[src/fptt_pkg.sv]
`timescale 1ns / 1ps
`default_nettype none

package fptt_pkg;

    localparam int MAX_POINTS = 1024;
    localparam int IDX_W      = $clog2(MAX_POINTS);
    localparam int CNT_W      = $clog2(MAX_POINTS + 1);
    localparam int POS_W      = 16;
    localparam int DVD_W      = 16;
    localparam int DVS_W      = 12;

    localparam logic [1:0] FUNC_PRUNE    = 2'd0;
    localparam logic [1:0] FUNC_READ     = 2'd1;
    localparam logic [1:0] FUNC_DISPLACE = 2'd2;
    localparam logic [1:0] FUNC_RESEED   = 2'd3;

    localparam logic [1:0] STATUS_OK    = 2'd0;
    localparam logic [1:0] STATUS_INDEX = 2'd1;
    localparam logic [1:0] STATUS_FULL  = 2'd2;
    localparam logic [1:0] STATUS_GAP   = 2'd3;

    localparam logic [1:0] CFG_WIDTH  = 2'd0;
    localparam logic [1:0] CFG_HEIGHT = 2'd1;
    localparam logic [1:0] CFG_GAP    = 2'd2;

    typedef enum logic [4:0] {
        ST_IDLE,
        ST_RD_DATA,
        ST_RD_CALC,
        ST_MG_ISSUE,
        ST_MG_CHECK,
        ST_PV_ISSUE,
        ST_PV_LOAD,
        ST_PJ_ISSUE,
        ST_PJ_SQ,
        ST_PJ_CMP,
        ST_RS_DIV_NX,
        ST_RS_DIV_NY,
        ST_RS_DIV_SX,
        ST_RS_DIV_SY,
        ST_RS_POINT,
        ST_RS_ISSUE,
        ST_RS_SQ,
        ST_RS_CMP,
        ST_DONE
    } t_state;

    typedef struct packed {
        logic             we;
        logic [IDX_W-1:0] waddr;
        logic [POS_W-1:0] wx;
        logic [POS_W-1:0] wy;
        logic [IDX_W-1:0] raddr;
    } t_mem_req;

endpackage

`default_nettype wire

[src/fptt_div.sv]
`timescale 1ns / 1ps
`default_nettype none

module fptt_div (
    input  wire                          i_clk,
    input  wire                          i_rst_n,
    input  wire                          i_start,
    input  wire  [fptt_pkg::DVD_W-1:0]   i_dividend,
    input  wire  [fptt_pkg::DVS_W-1:0]   i_divisor,
    output logic                         o_done,
    output logic [fptt_pkg::DVD_W-1:0]   o_quot,
    output logic [fptt_pkg::DVS_W-1:0]   o_rem
);

    localparam int STEP_W = $clog2(fptt_pkg::DVD_W);

    logic                        r_busy;
    logic                        r_done;
    logic [STEP_W-1:0]           r_step;
    logic [fptt_pkg::DVD_W-1:0]  r_quot;
    logic [fptt_pkg::DVS_W-1:0]  r_rem;
    logic [fptt_pkg::DVS_W-1:0]  r_dvs;
    logic [fptt_pkg::DVS_W:0]    n_shift;
    logic                        n_ge;

    always_comb begin
        n_shift = {r_rem, r_quot[fptt_pkg::DVD_W-1]};
        n_ge    = n_shift >= {1'b0, r_dvs};
    end

    always_ff @(posedge i_clk) begin
        if (!i_rst_n) begin
            r_busy <= 1'b0;
            r_done <= 1'b0;
            r_step <= '0;
        end else begin
            r_done <= 1'b0;
            if (i_start) begin
                r_busy <= 1'b1;
                r_step <= '0;
            end else if (r_busy) begin
                r_step <= r_step + STEP_W'(1);
                if (r_step == STEP_W'(fptt_pkg::DVD_W - 1)) begin
                    r_busy <= 1'b0;
                    r_done <= 1'b1;
                end
            end
        end
    end

    always_ff @(posedge i_clk) begin
        if (i_start) begin
            r_quot <= i_dividend;
            r_rem  <= '0;
            r_dvs  <= i_divisor;
        end else if (r_busy) begin
            r_quot <= {r_quot[fptt_pkg::DVD_W-2:0], n_ge};
            if (n_ge) begin
                r_rem <= fptt_pkg::DVS_W'(n_shift - {1'b0, r_dvs});
            end else begin
                r_rem <= n_shift[fptt_pkg::DVS_W-1:0];
            end
        end
    end

    assign o_done = r_done;
    assign o_quot = r_quot;
    assign o_rem  = r_rem;

endmodule

`default_nettype wire

[config.mk]
export PLATFORM = sky130hd
export DESIGN_NAME = fptt_div
export DESIGN_NICKNAME = d
export VERILOG_FILES = /design/src/fptt_pkg.sv /design/src/fptt_div.sv
export SDC_FILE = /design/constraint.sdc
export NUM_CORES = 1
export LEC_CHECK = 0
export BUFFER_PORTS_ARGS = -buffer_cell sky130_fd_sc_hd__clkbuf_2
export CAP_MARGIN = 20
export CORE_MARGIN = 4
export CORE_UTILIZATION = 45
export CTS_CLUSTER_DIAMETER = 150
export CTS_CLUSTER_SIZE = 24
export DETAILED_ROUTE_END_ITERATION = 12
export GPL_TIMING_DRIVEN = 0
export PLACE_DENSITY = 0.68
export SLEW_MARGIN = 20
export SYNTH_ARGS = -nofsm -noshare
export SYNTH_HDL_FRONTEND = slang
export SYNTH_SLANG_ARGS = --single-unit
[constraint.sdc]
create_clock -name i_clk -period 2 [get_ports i_clk]
set_input_delay 0.2 -clock i_clk [delete_from_list [all_inputs] [get_ports i_clk]]
set_output_delay 0.2 -clock i_clk [all_outputs]
set_load 0.01 [all_outputs]
---- Word-level counts from Yosys, hierarchy flattened ----
Cells that the tools add are included.
word-level totals
  register bits ........................... 46
  input bits .............................. 31
  output and inout port bits .............. 29
  logic and storage cells ................. 22
cells by class
  add/subtract/negate cells ............... 2
  order comparisons ....................... 1
  equality and inequality tests ........... 1
  muxes and demuxes ....................... 7
  bitwise gates (word level) .............. 2
  reductions and logical operators ........ 3
operators with widths
  cell                                                            count
  16-bit 2-to-1 mux                                               2
  13-bit by 12-bit >= comparator with 1-bit output                1
  12-bit 2-to-1 mux                                               1
  12-bit subtractor                                               1
  4-bit by 1-bit adder with 4-bit output (second input constant)  1
  4-bit == test (second input constant)                           1
  1-bit 2-to-1 mux                                                4
  3-bit OR reduction                                              1
  1-bit NOT                                                       2
  2-bit nonzero test                                              1
  2-bit OR reduction                                              1

---- Logic depth before layout (Yosys ltp) ----
  depth after elaboration ................. 4
  mapped depth ............................ 10
  mapped depth without buffers ............ 9

---- Least setup slack after synthesis ----
Ideal clock, no wire load.
  kind .................................... register to register
  start point ............................. reg r_quot (netlist bit o_quot[15])
  end point ............................... reg r_rem (netlist bit o_rem[10])
  library setup time ...................... 74 ps
  arrival time ............................ 2024 ps
  data required time ...................... 1926 ps
  slack ................................... -98 ps
  stages on the path, launching flop included .. 10
  path buffers ............................ 0
  clock period less this slack ............ 2098 ps
  cell sequence ........................... edfxtp_1 inv_1 ha_1 fa_1 nor2b_1 o21bai_1 a21boi_0 o221ai_1 xor2_1 o21ai_0
on the way
  cells in the longest elaborated chain, start to end .. 2
  elaborated cells between the ends (all ways) .. 3
  classes of those cells .................. add/sub (1); order compare (1); mux (1)
ends and longest elaborated chain
  item                                                                                          line                            RTL
  from (decl)                                                                                   fptt_div.sv:20                  logic [fptt_pkg::DVD_W-1:0] r_quot;
  from (signal assigned)                                                                        fptt_div.sv:53                  r_quot <= i_dividend;
  from (signal assigned)                                                                        fptt_div.sv:57                  r_quot <= {r_quot[fptt_pkg::DVD_W-2:0], n_ge};
  12-bit subtractor / 13-bit by 12-bit >= comparator with 1-bit output (equally long branches)  fptt_div.sv:59, fptt_div.sv:28
  12-bit 2-to-1 mux (*)                                                                         fptt_div.sv:58                  if (n_ge) begin
  to (signal assigned)                                                                          fptt_div.sv:59                  r_rem <= fptt_pkg::DVS_W'(n_shift - {1'b0, r_dvs});
  to (signal assigned)                                                                          fptt_div.sv:61                  r_rem <= n_shift[fptt_pkg::DVS_W-1:0];
  to (decl)                                                                                     fptt_div.sv:21                  logic [fptt_pkg::DVS_W-1:0] r_rem;
Mark *: on every way between the ends. The rest lies on a longest branch, timed or not.
A chain may end at the register's enable or synchronous reset.

---- Worst setup path after layout ----
  start point ............................. reg r_rem (netlist bit o_rem[9])
  end point ............................... reg r_rem (netlist bit o_rem[0])
on the way
  cells in the longest elaborated chain, start to end .. 2
ends and longest elaborated chain
  item                                              line            RTL
  13-bit by 12-bit >= comparator with 1-bit output  fptt_div.sv:28  n_ge = n_shift >= {1'b0, r_dvs};
  12-bit 2-to-1 mux                                 fptt_div.sv:58
Every way passes these cells.

==> impl_metrics.toml <==
[min_path]
worst_hold_path.endpoint = "r_dvs[9]"
min_path_cells = 1
hp-start = "i_divisor[9]"
min_path_type = "input pin to flip-flop"

[logic_synthesis]
yosys.area.top_type_share = 0.343
synth_cell_types = 46
yosysWarningCount = 0
avgSynthCellArea_um2 = 10.8
synth_area_leaders = "edfxtp_1 (34%), dfxtp_1 (15%), mux2_2 (7.3%), ha_1 (6.6%), nor2_1 (3.5%)"
yosys_register_bits = 46
syn-num-nets = 273
syn_area_um2 = 2450
syn_inst = 228
ys_seq_area_frac = 0.490
synth.largest_area_cell = "edfxtp_1"

[pwr]
max-vdd-ir-drop_mv = 0.446
internal_power_mw = 1.75
combPwrFrac = 0.326
power_switching_mw = 0.811
swShare = 0.317
power_leakage_nw = 1.40
p_clk_frac = 0.223
p_per_area_nw_per_um2 = 739
seq_power_share = 0.451

[clock_tree]
clock_path_buffers = 2
path_clk_slew_ns = 0.09
cts_root_buffer = "clkbuf_8"
postCtsHoldBufs = 0
cts_tree = "built"
numCtsBuffers = 5
h-tree-depth = 2
cts_sinks = 46
clk_latency_ns = 0.30

[sta]
fmax_mhz = 476
period_minus_slack_ns = 2.10
setup_viol = 12
rsz0062_at_grt = "true"
skew_ns = 0.00500
worst_pin_slew_ns = 0.722
max-slew-margin-rel = 0.518
setup_ws_ns = -0.100
hold_violations = 0
finalCritPeriodShare = 1.05
drv_slew = 0

[layout]
syn_to_final_growth_pct = 41.5
diodes = 0
layout_commonest_cell = "clkbuf_2"
mostFrequentLayoutCells = "clkbuf_2 (60), edfxtp_1 (28), nor2_1 (20), nand2_1 (16)"
fin_nets = 359
fill_cells = 414
stdcell_area_um2 = 3470
layout-drive-gt1-share = 0.527

[detailed_routing]
routed_wl_um = 6520
routed_via_density = 5.49
drc = 0
drt.antenna.violating_nets = 0
vias = 2114
drtIter0Drc = 172
post_drt_wl_per_cell_um = 16.9
first_pass_iters = 4

[critical_path]
max_stage_delay_ns = 0.43
crit_type = "flip-flop to flip-flop"
crit_path_cell_trace = "ha_1 -> a21oi_2 -> o21ai_2 -> nor2_2 -> a21o_1 -> mux2_4 -> a211oi_2"
r2r_slack_ns = -0.1
r2r_start = "o_rem[9]"
reg2reg_depth = 7
critPathSlowestCell = "dfxtp_1"
cp_top_family = "compound AO/OA/AOI/OAI gates"
r2r-end = "o_rem[0]"
startpoint_type = "flip-flop"
worstPathRequired_ns = 2.22
cp-end-kind = "flip-flop"
crit_fanout = 4
path_buf_inv = 0
arrival_ns = 2.32

[floorplanning]
die_x_um = 81.8
ios = 60
start_util = 0.471
fp.dieArea_um2 = 6700
dieHeight_um = 81.8
std_cell_rows = 26
core_area_um2 = 5200

[placement]
placed_cell_area_um2 = 2870
pre_cts_slack_ns = -0.361
portBuffers = 59
dp_hpwl_um = 4030
gp_congestion = 0.860

[global_route]
grt_pass1_vias = 2023
grt_max_degree = 17
grt-ovfl-total = 0
grt_use_total = 0.194
grt_pass1_wl_um = 9850
antenna_found_initial = 0

[job]
cap_violations = 0

[status]
violations = "negative setup slack"
status = "complete, but fails checks"
==> stage by stage <==
stage	utilization	TNS, ns	power (mW)	hold WS (ns)	cells
CTS	0.605	-0.466	2.39	0.0635	372
global placement	0.551	-6.53	1.71	0.377	357
floorplan	-	0	1.55	0.299	228
detailed placement	0.551	-7.55	1.72	0.379	357
global route	0.667	-1.68	2.71	0.0486	385
finish	0.667	-0.679	2.56	0.0683	385
==> timing repair <==
action	in CTS	in global routing
buffers inserted	7	12
gates resized for setup	30	42
cloned	0	1
pin swaps	8	26
endpoints found under the setup margin	29	13
==> cells by family (layout without fill, tap and decap cells) <==
group,after synthesis,count (layout),synth area share
mux,19,19,0.0877
xor+xnor,9,9,0.0321
simple gates,66,66,0.123
compound gates,51,51,0.153
flops,46,46,0.490
buf+inv,23,110,0.0398
fa+ha+maj,14,14,0.0745
==> layer usage <==
metal  wire, um  share of wire  vias up  track usage
met5          0              0        -            0
met4         87          0.013        0       0.0664
met3        456          0.070       14       0.0526
met2       3290           0.50       87        0.317
met1       2690           0.41     1007        0.247
li1           -              -     1006            -
==> registers in the layout, summed over array words and instances, names as in the netlist <==
| name | cells |
|---|---|
| r_dvs | 12 |
| o_done | 1 |
| r_busy | 1 |
| r_step | 4 |
| o_rem | 12 |
| o_quot | 16 |
==> synth_stat cells, drive strengths merged <==
| library cell | number |
|---|---|
| or3 | 4 |
| a31oi | 3 |
| o31ai | 1 |
| nand4 | 2 |
| dfxtp | 18 |
| clkbuf | 5 |
| mux2i | 2 |
| a21o | 4 |
| or2 | 1 |
| mux2 | 17 |
| o221ai | 1 |
| a311oi | 7 |
| xnor2 | 4 |
| fa | 1 |
| nor3 | 3 |
| xor2 | 5 |
| o21bai | 1 |
| inv | 15 |
| o21ai | 11 |
| nor2b | 3 |
| a41oi | 2 |
| nand3 | 6 |
| a21oi | 10 |
| a21boi | 2 |
| nor2 | 23 |
| o2111ai | 1 |
| edfxtp | 28 |
| nand2 | 21 |
| ha | 13 |
| o41ai | 1 |
| a32oi | 1 |
| o21a | 3 |
| a31o | 1 |
| nor3b | 3 |
| buf | 3 |
| a211oi | 2 |
==> power groups by stage <==
stage	clock (mW)	sequential [mW]	combinational, mW
after floorplan	0	1.18	0.363
after global placement	0	1.17	0.544
after detailed placement	0	1.17	0.556
after CTS	0.584	1.15	0.655
after global routing	0.636	1.17	0.901
final	0.572	1.16	0.835
==> final cells by class <==
class | instances | area (um^2) | area share
clock buffer | 6 | 72.6 | 0.0209
clock inverter | 2 | 13.8 | 0.00397
inverter | 15 | 56.3 | 0.0162
multi-input combinational | 159 | 1500 | 0.432
sequential | 46 | 1200 | 0.347
timing repair buffer | 79 | 490 | 0.141
tap | 70 | 87.6 | 0.0252
buffer | 8 | 46.3 | 0.0133
==> worst max path at each step <==
stage / endpoint / cells past startpoint / slack (ns) / start
final: o_rem[0] / 7 / -0.1 / o_rem[9]
after global routing: o_rem[8] / 9 / -0.16 / r_dvs[0]
after CTS: o_rem[11] / 10 / -0.07 / r_dvs[6]
after global placement: o_quot[1] / 4 / -0.33 / i_start
after floorplan: o_rem[10] / 9 / 0.006 / o_quot[15]
after detailed placement: o_quot[1] / 4 / -0.36 / i_start
Note: power is estimated with default switching activity, not from simulation.
