==> src/fptt_pkg.sv <==
`timescale 1ns / 1ps
`default_nettype none

package fptt_pkg;

    localparam int MAX_POINTS = 1024;
    localparam int IDX_W      = $clog2(MAX_POINTS);
    localparam int CNT_W      = $clog2(MAX_POINTS + 1);
    localparam int POS_W      = 16;
    localparam int DVD_W      = 16;
    localparam int DVS_W      = 12;

    localparam logic [1:0] FUNC_PRUNE    = 2'd0;
    localparam logic [1:0] FUNC_READ     = 2'd1;
    localparam logic [1:0] FUNC_DISPLACE = 2'd2;
    localparam logic [1:0] FUNC_RESEED   = 2'd3;

    localparam logic [1:0] STATUS_OK    = 2'd0;
    localparam logic [1:0] STATUS_INDEX = 2'd1;
    localparam logic [1:0] STATUS_FULL  = 2'd2;
    localparam logic [1:0] STATUS_GAP   = 2'd3;

    localparam logic [1:0] CFG_WIDTH  = 2'd0;
    localparam logic [1:0] CFG_HEIGHT = 2'd1;
    localparam logic [1:0] CFG_GAP    = 2'd2;

    typedef enum logic [4:0] {
        ST_IDLE,
        ST_RD_DATA,
        ST_RD_CALC,
        ST_MG_ISSUE,
        ST_MG_CHECK,
        ST_PV_ISSUE,
        ST_PV_LOAD,
        ST_PJ_ISSUE,
        ST_PJ_SQ,
        ST_PJ_CMP,
        ST_RS_DIV_NX,
        ST_RS_DIV_NY,
        ST_RS_DIV_SX,
        ST_RS_DIV_SY,
        ST_RS_POINT,
        ST_RS_ISSUE,
        ST_RS_SQ,
        ST_RS_CMP,
        ST_DONE
    } t_state;

    typedef struct packed {
        logic             we;
        logic [IDX_W-1:0] waddr;
        logic [POS_W-1:0] wx;
        logic [POS_W-1:0] wy;
        logic [IDX_W-1:0] raddr;
    } t_mem_req;

endpackage

`default_nettype wire

==> src/fptt_near.sv <==
`timescale 1ns / 1ps
`default_nettype none

module fptt_near (
    input  wire                          i_clk,
    input  wire  [fptt_pkg::POS_W-1:0]   i_ax,
    input  wire  [fptt_pkg::POS_W-1:0]   i_ay,
    input  wire  [fptt_pkg::POS_W-1:0]   i_bx,
    input  wire  [fptt_pkg::POS_W-1:0]   i_by,
    input  wire  [23:0]                  i_lim,
    output logic                         o_near
);

    logic signed [16:0] n_dx;
    logic signed [16:0] n_dy;
    logic signed [33:0] n_px;
    logic signed [33:0] n_py;
    logic [31:0]        r_dx2;
    logic [31:0]        r_dy2;

    always_comb begin
        n_dx = $signed({i_ax[15], i_ax}) - $signed({i_bx[15], i_bx});
        n_dy = $signed({i_ay[15], i_ay}) - $signed({i_by[15], i_by});
        n_px = n_dx * n_dx;
        n_py = n_dy * n_dy;
    end

    always_ff @(posedge i_clk) begin
        r_dx2 <= n_px[31:0];
        r_dy2 <= n_py[31:0];
    end

    assign o_near = ({1'b0, r_dx2} + {1'b0, r_dy2}) < {9'b0, i_lim};

endmodule

`default_nettype wire

==> config.mk <==
export PLATFORM = sky130hd
export DESIGN_NAME = fptt_near
export DESIGN_NICKNAME = d
export VERILOG_FILES = /design/src/fptt_pkg.sv /design/src/fptt_near.sv
export SDC_FILE = /design/constraint.sdc
export NUM_CORES = 1
export LEC_CHECK = 0
export BUFFER_PORTS_ARGS = -buffer_cell sky130_fd_sc_hd__clkbuf_2
export CORE_MARGIN = 2
export CORE_UTILIZATION = 50
export DETAILED_ROUTE_END_ITERATION = 8
export PLACE_DENSITY = 0.71
export SKIP_CTS_REPAIR_TIMING = 1
export SLEW_MARGIN = 20
export SYNTH_ARGS = -nofsm -noshare
export SYNTH_HDL_FRONTEND = slang
export SYNTH_SLANG_ARGS = --single-unit
==> constraint.sdc <==
create_clock -name i_clk -period 8.1 [get_ports i_clk]
set_input_delay 0.405 -clock i_clk [delete_from_list [all_inputs] [get_ports i_clk]]
set_output_delay 0.405 -clock i_clk [all_outputs]
set_load 0.02 [all_outputs]
Yosys cells after proc, flatten, opt, wreduce, memory -nomap -nowiden
Index checks and enable logic that the tools add are counted.
{"block": "word_totals", "ff_bits": 64, "latchBits": 0, "ramBits": 0, "romBits": 0, "input_bits": 89, "output_inout_bits": 1, "wordCells": 8, "mem_count": 0}
{"block": "classes", "add_sub_neg": 3, "multipliers": 2, "div": 0, "magnitude_cmp": 1, "eq_ne": 0, "shift": 0, "mux": 0, "bitwise_logic": 0, "reduce_logical": 0}
{"cell": "multiplier 17 x 17 -> 32 bit", "count": 2}
{"cell": "subtractor 16 x 16 -> 17 bit", "count": 2}
{"cell": "adder 32 x 32 -> 33 bit", "count": 1}
{"cell": "< comparator 33 x 24 -> 1 bit", "count": 1}

Longest topological paths before layout
Gate-level depths: netlist of run 1.
{"block": "logic_depth", "word_depth": 2, "ltp_mapped": 35, "depth_no_buf": 35}

Least setup slack after synthesis of run 1
Ideal clock, no wire load.
{"block": "synth_path", "kind": "input -> register", "startpoint": "in i_ay[0] (netlist name)", "endpoint": "reg r_dy2[31]", "setup_time_ps": 72, "arrival_ps": 7983, "t_required_ps": 8028, "setup_slack_ps": 45, "cell_stages": 34, "n_path_buf": 1, "path_cell_list": "inv_1 -> ha_1 -> fa_1 -> nor2b_1 -> o2111ai_1 -> a31oi_1 -> a41oi_1 -> nand2_1 -> a31oi_2 -> nand2b_1 -> a21o_1 -> inv_1 -> buf_2 -> nor2_1 -> fa_1 -> inv_1 -> fa_1 -> inv_1 -> fa_1 -> fa_1 -> fa_1 -> inv_1 -> fa_1 -> inv_1 -> ha_1 -> a21o_1 -> a21o_1 -> a21o_1 -> a2111oi_0 -> o31a_1 -> o31ai_1 -> nand2b_1 -> a31oi_1 -> xnor2_1"}
{"block": "synth_between", "elab_chain_len": 2}
{"item": "start, declared", "line_no": "fptt_near.sv:7", "text": "input wire [fptt_pkg::POS_W-1:0] i_ay,"}
{"item": "subtractor 16 x 16 -> 17 bit", "line_no": "fptt_near.sv:23", "text": "n_dy = $signed({i_ay[15], i_ay}) - $signed({i_by[15], i_by});"}
{"item": "multiplier 17 x 17 -> 32 bit", "line_no": "fptt_near.sv:25", "text": "n_py = n_dy * n_dy;"}
{"item": "net n_py[31]", "line_no": "fptt_near.sv:17", "text": "logic signed [33:0] n_py;"}
{"item": "end signal, assigned", "line_no": "fptt_near.sv:30", "text": "r_dy2 <= n_py[31:0];"}
{"item": "end, declared", "line_no": "fptt_near.sv:19", "text": "logic [31:0] r_dy2;"}
The timed path passes the listed nets, and every way through them passes these cells.

Worst setup path in the final report of run 1
{"block": "layout_path", "startpoint": "in i_by[1] (netlist name)", "endpoint": "reg r_dy2[31]"}
{"block": "layout_between", "elab_chain_len": 2}
{"item": "start, declared", "line_no": "fptt_near.sv:9", "text": "input wire [fptt_pkg::POS_W-1:0] i_by,"}
{"item": "subtractor 16 x 16 -> 17 bit", "line_no": "fptt_near.sv:23"}
{"item": "multiplier 17 x 17 -> 32 bit", "line_no": "fptt_near.sv:25"}
{"item": "net n_py[31]", "line_no": "fptt_near.sv:17"}
The timed path passes the listed nets, and every way through them passes these cells.

==> flow_summary.toml, run 1 <==
[critical_path]
criticalPathCategory = "in -> reg"
endpoint_kind = "flop"
critPathMaxStageDelay_ns = 0.58
start_kind = "primary input"
cpMaxStageDelayCell = "fa_1"
required_ns = 8.35
cp_max_fo = 3
worstPathArrival_ns = 8.02
crit_top_cell = "fa_1"

[synthesis]
synth_nets = 3368
synthMuxAreaShare = 0.0009349
yosys.area.top_type = "fa_1"
synthCells = 2521
synth-compound-area-share = 0.07595
ys_types = 72
syn_area_sq_um = 22750
ys_ff_latch = 62
synth-edff-count = 0
synth.most_common_cell = "inv_1"
synthDominantCellAreaShare = 0.4567
synth_top_flop_cell = "dfxtp_1"
async_flop_share = 0
synthSimpleGateAreaFrac = 0.1065
ys_seq_area_frac = 0.05455
synth_xor_area_frac = 0.04834
yosys.area_share.adder = 0.5881
synth_warnings = 0
synth_top_family_by_area = "adder cells"
synth.area.top_cells = "fa_1 46%, ha_1 13%, inv_1 12%"
avgSynthCellArea_sq_um = 9.025
synth_common_cells = "699 x inv_1, 519 x fa_1, 239 x ha_1"

[grt]
grt_pass1_vias = 18692
overflow = 0
grt_max_degree = 21
grt_usage = 0.2213
antenna_found_initial = 0
grt_pass1_wl_mm = 84.59

[run]
cap_violations = 0

[final_layout]
diodes = 0
seq_area_sq_um = 1241
fin_cells = 3304
layout-drive-gt1-share = 0.1036
syn2layout_area_growth_pct = 10.33
finalNetCount = 3547
nFillCells = 4002
multiInputGateArea_sq_um = 18720

[floorplan]
die_area_sq_um = 47230
die_y_microns = 217.3
ios = 90
die_w_microns = 217.3
core_sq_um = 45190
start_util = 0.5035
placementRows = 78

[clocking]
cts_max_path_buffers = 2
cts_root_buf = "clkbuf_16"
htree_levels = 3
cts_tree = "built"
clock_sinks = 62
cts_buffers = 9
cts.reportedPaths.clkPinSlew_ns = 0.05

[sta]
finalSetupViolations = 0
finalCriticalPeriod_ns = 7.772
max_slew_margin = 0.5278
worst_pin_slew_ns = 0.7075
final_max_slew_viol_count = 0
hold_violations = 0
fin_crit_sh = 0.9595
fmax_mhz = 128.7

[detailed_routing]
via_count = 16989
wirelength_mm = 48.87
wl_per_cell_microns = 14.79
dr.pass1.iters = 6
first_iter_violations = 928
ant_nets = 0
viasPerCell = 5.142
drc_errors = 0

[placed_design]
hpwl_mm = 43.78
globalplace.congestion = 0.8918
port_buffers = 89
dp.cells = 3282

[outcome]
status = "finished clean"

[hold_path]
min_path_type = "in -> reg"
[worst paths after layout]
| check | endpoint | slack [ns] | cells past startpoint | from |
|---|---|---|---|---|
| setup / recovery | r_dy2[31] | 0.33 | 32 | i_by[1] |
| hold / removal | r_dy2[2] | 0.52 | 4 | i_ay[1] |
[cells by family after synthesis]
logic type | after synthesis
AO/OA/AOI/OAI | 256
multiplexers | 2
adder cells (fa/ha/maj) | 758
flip-flops | 62
XOR/XNOR | 123
AND/OR/NAND/NOR | 562
buffers and inverters | 758
[worst max-delay path: cells and delay by family]
family,cells,cell delay [ns]
compound gates,12,2.43
fa+ha+maj,8,3.59
simple gates,5,0.99
buf+inv,6,0.46
xor+xnor,1,0.14
[through the flow]
stage	setup WS (ns)	instance area (sq um)	util	setup TNS, ns	hold WS, ns
2_1_floorplan	0.04463	22750	-	0	0.6097
3_3_place_gp	0.03969	24660	0.5458	0	0.8556
3_5_place_dp	-0.1440	24660	0.5458	-0.4499	0.8629
4_1_cts	0.1768	24980	0.5529	0	0.5155
5_1_grt	-0.03113	25100	0.5555	-0.05880	0.5245
6_report	0.3284	25100	0.5555	0	0.5193
[layout make-up]
| class | instances | area share |
|---|---|---|
| tap | 600 | 0.02991 |
| multi-input combinational | 1701 | 0.7456 |
| inverter | 712 | 0.1066 |
| timing repair buffer | 214 | 0.05562 |
| clock inverter | 4 | 0.002791 |
| sequential | 62 | 0.04944 |
| clock buffer | 11 | 0.01007 |
[sequential cells by signal (all words and copies together) (netlist names)]
name,flops
r_dx2,31
r_dy2,31
[per-layer routing]
metal	GRT usage	wire length [microns]	up-vias	part of all wire
li1	-	-	7897	-
met1	0.2780	19720	8628	0.40
met2	0.3972	25330	396	0.52
met3	0.04347	3066	68	0.063
met4	0.04247	759	0	0.016
met5	0.002083	0	-	0
[cells in the final DEF (no fill, tap or decap), drive strengths merged, types with 6 or more instances in the layout]
master and count:
a21boi 7, xnor2 89, or2 15, o21ai 44, nor2 238, o21a 22, nor2b 14, nor4 7
a21o 35, dfxtp 62, nand2 187, clkinv 11, o31ai 8, nand3 16, buf 125, fa 519
nor3 25, a31oi 11, clkbuf 100, nand4 6, inv 703, and3 11, xor2 34, nand2b 22
ha 239, a21oi 71, a211oi 10
Power of run 1 is left out: the tool's default activity adds up to more than one toggle a clock period on the data nets, which glitch-free logic cannot reach.
==> inputs of run 2 (changes only) <==
--- a/config.mk
+++ b/config.mk
@@ -6,6 +6,7 @@
 export NUM_CORES = 1
 export LEC_CHECK = 0
 export BUFFER_PORTS_ARGS = -buffer_cell sky130_fd_sc_hd__clkbuf_2
+export CORE_ASPECT_RATIO = 1.25
 export CORE_MARGIN = 2
 export CORE_UTILIZATION = 50
 export DETAILED_ROUTE_END_ITERATION = 8
==> flow_summary.toml, run 2 (synthesis results as in run 1) <==
[critical_path]
cpMaxStageDelayCell = "fa_1"
criticalPathCategory = "in -> reg"
critPathMaxStageDelay_ns = 0.63
required_ns = 8.35
crit_top_cell = "fa_1"
start_kind = "primary input"
worstPathArrival_ns = 8.02
endpoint_kind = "flop"
cp_max_fo = 10

[detailed_routing]
dr.pass1.iters = 5
first_iter_violations = 903
drc_errors = 0
viasPerCell = 5.196
ant_nets = 0
wirelength_mm = 49.37
via_count = 17053
wl_per_cell_microns = 15.04

[final_layout]
layout_commonest_cell = "inv_1"
reg.largest.list = "r_dx2 x31, r_dy2 x31"
final_cell_mix = "696 x inv_1, 519 x fa_1, 239 x ha_1"
final_core_util = 0.5558
diodes = 0
syn2layout_area_growth_pct = 10.08
finalNetCount = 3546
layout-drive-gt1-share = 0.1047

[sta]
fmax_mhz = 128.8
hold_ws_ns = 0.5568
finalCriticalPeriod_ns = 7.767
finalSetupViolations = 0
final_max_slew_viol_count = 0
worst_pin_slew_ns = 0.6482
max_slew_margin = 0.5679
hold_violations = 0
fin_crit_sh = 0.9589

[clocking]
cts.reportedPaths.clkPinSlew_ns = 0.05
cts_buffers = 9
htree_levels = 3
cts_root_buf = "clkbuf_16"
cts_tree = "built"
cts_max_path_buffers = 2
clock_sinks = 62

[outcome]
status = "finished clean"

[run]
cap_violations = 0

[floorplan]
start_util = 0.5049
die_y_microns = 242.5
die_w_microns = 194.8
placementRows = 87
die_area_sq_um = 47240
core_sq_um = 45070
ios = 90

[placed_design]
hpwl_mm = 44.38
port_buffers = 89
globalplace.congestion = 0.9415

[grt]
antenna_found_initial = 0
overflow = 0
grt_usage = 0.2202
grt_max_degree = 17
grt_pass1_wl_mm = 84.95
grt_pass1_vias = 19055

[hold_path]
min_path_type = "in -> reg"
run 2: cell types whose count changed in the layout (fill, tap and decap cells not counted), moves of 2 or more:
cell	delta
a21oi_1	-2
a21oi_2	+2
bufinv_16	-2
clkbuf_1	+2
inv_1	+2
nor4_2	-2
run 2: routing by layer:
metal / global-route usage / up-vias / wire length (microns)
li1: - / 7905 / -
met5: 0 / - / 0
met4: 0.05950 / 0 / 1343
met2: 0.4180 / 347 / 26870
met1: 0.2616 / 8700 / 18990
met3: 0.02548 / 101 / 2170
run 2: path summary, 6_finish.rpt:
path	startpoint	endpoint	slack (ns)	depth (start not counted)
max	i_ax[0]	r_dx2[30]	0.33	31
min	i_ay[1]	r_dy2[2]	0.56	4
run 2: area by class of cell:
class	instances	area, sq um
well taps	578	723.2
clock inverters	4	22.52
inverters	712	2673
flip-flops and latches	62	1241
fillers	4066	20020
clock buffers	12	246.5
multi-input cells	1701	18760
repair buffers	213	1380
run 2: metrics by stage:
stage / setup WS, ns / TNS, ns / area (sq um) / cells
floorplan: 0.04463 / 0 / 22750 / 2521
global placement: 0.07542 / 0 / 24670 / 3266
detailed placement: -0.08449 / -0.1337 / 24670 / 3266
CTS: 0.2427 / 0 / 24940 / 3282
global route: -0.04578 / -0.05653 / 25050 / 3282
finish: 0.3332 / 0 / 25050 / 3282
run 2: worst max-delay path, delay by kind of cell:
| family | cells | cell delay (ns) |
|---|---|---|
| AND/OR/NAND/NOR | 5 | 1.34 |
| AO/OA/AOI/OAI | 9 | 1.71 |
| XOR/XNOR | 1 | 0.12 |
| adder cells (fa/ha/maj) | 9 | 3.89 |
| buffers and inverters | 7 | 0.53 |
Power of run 2 is left out for the same reason.
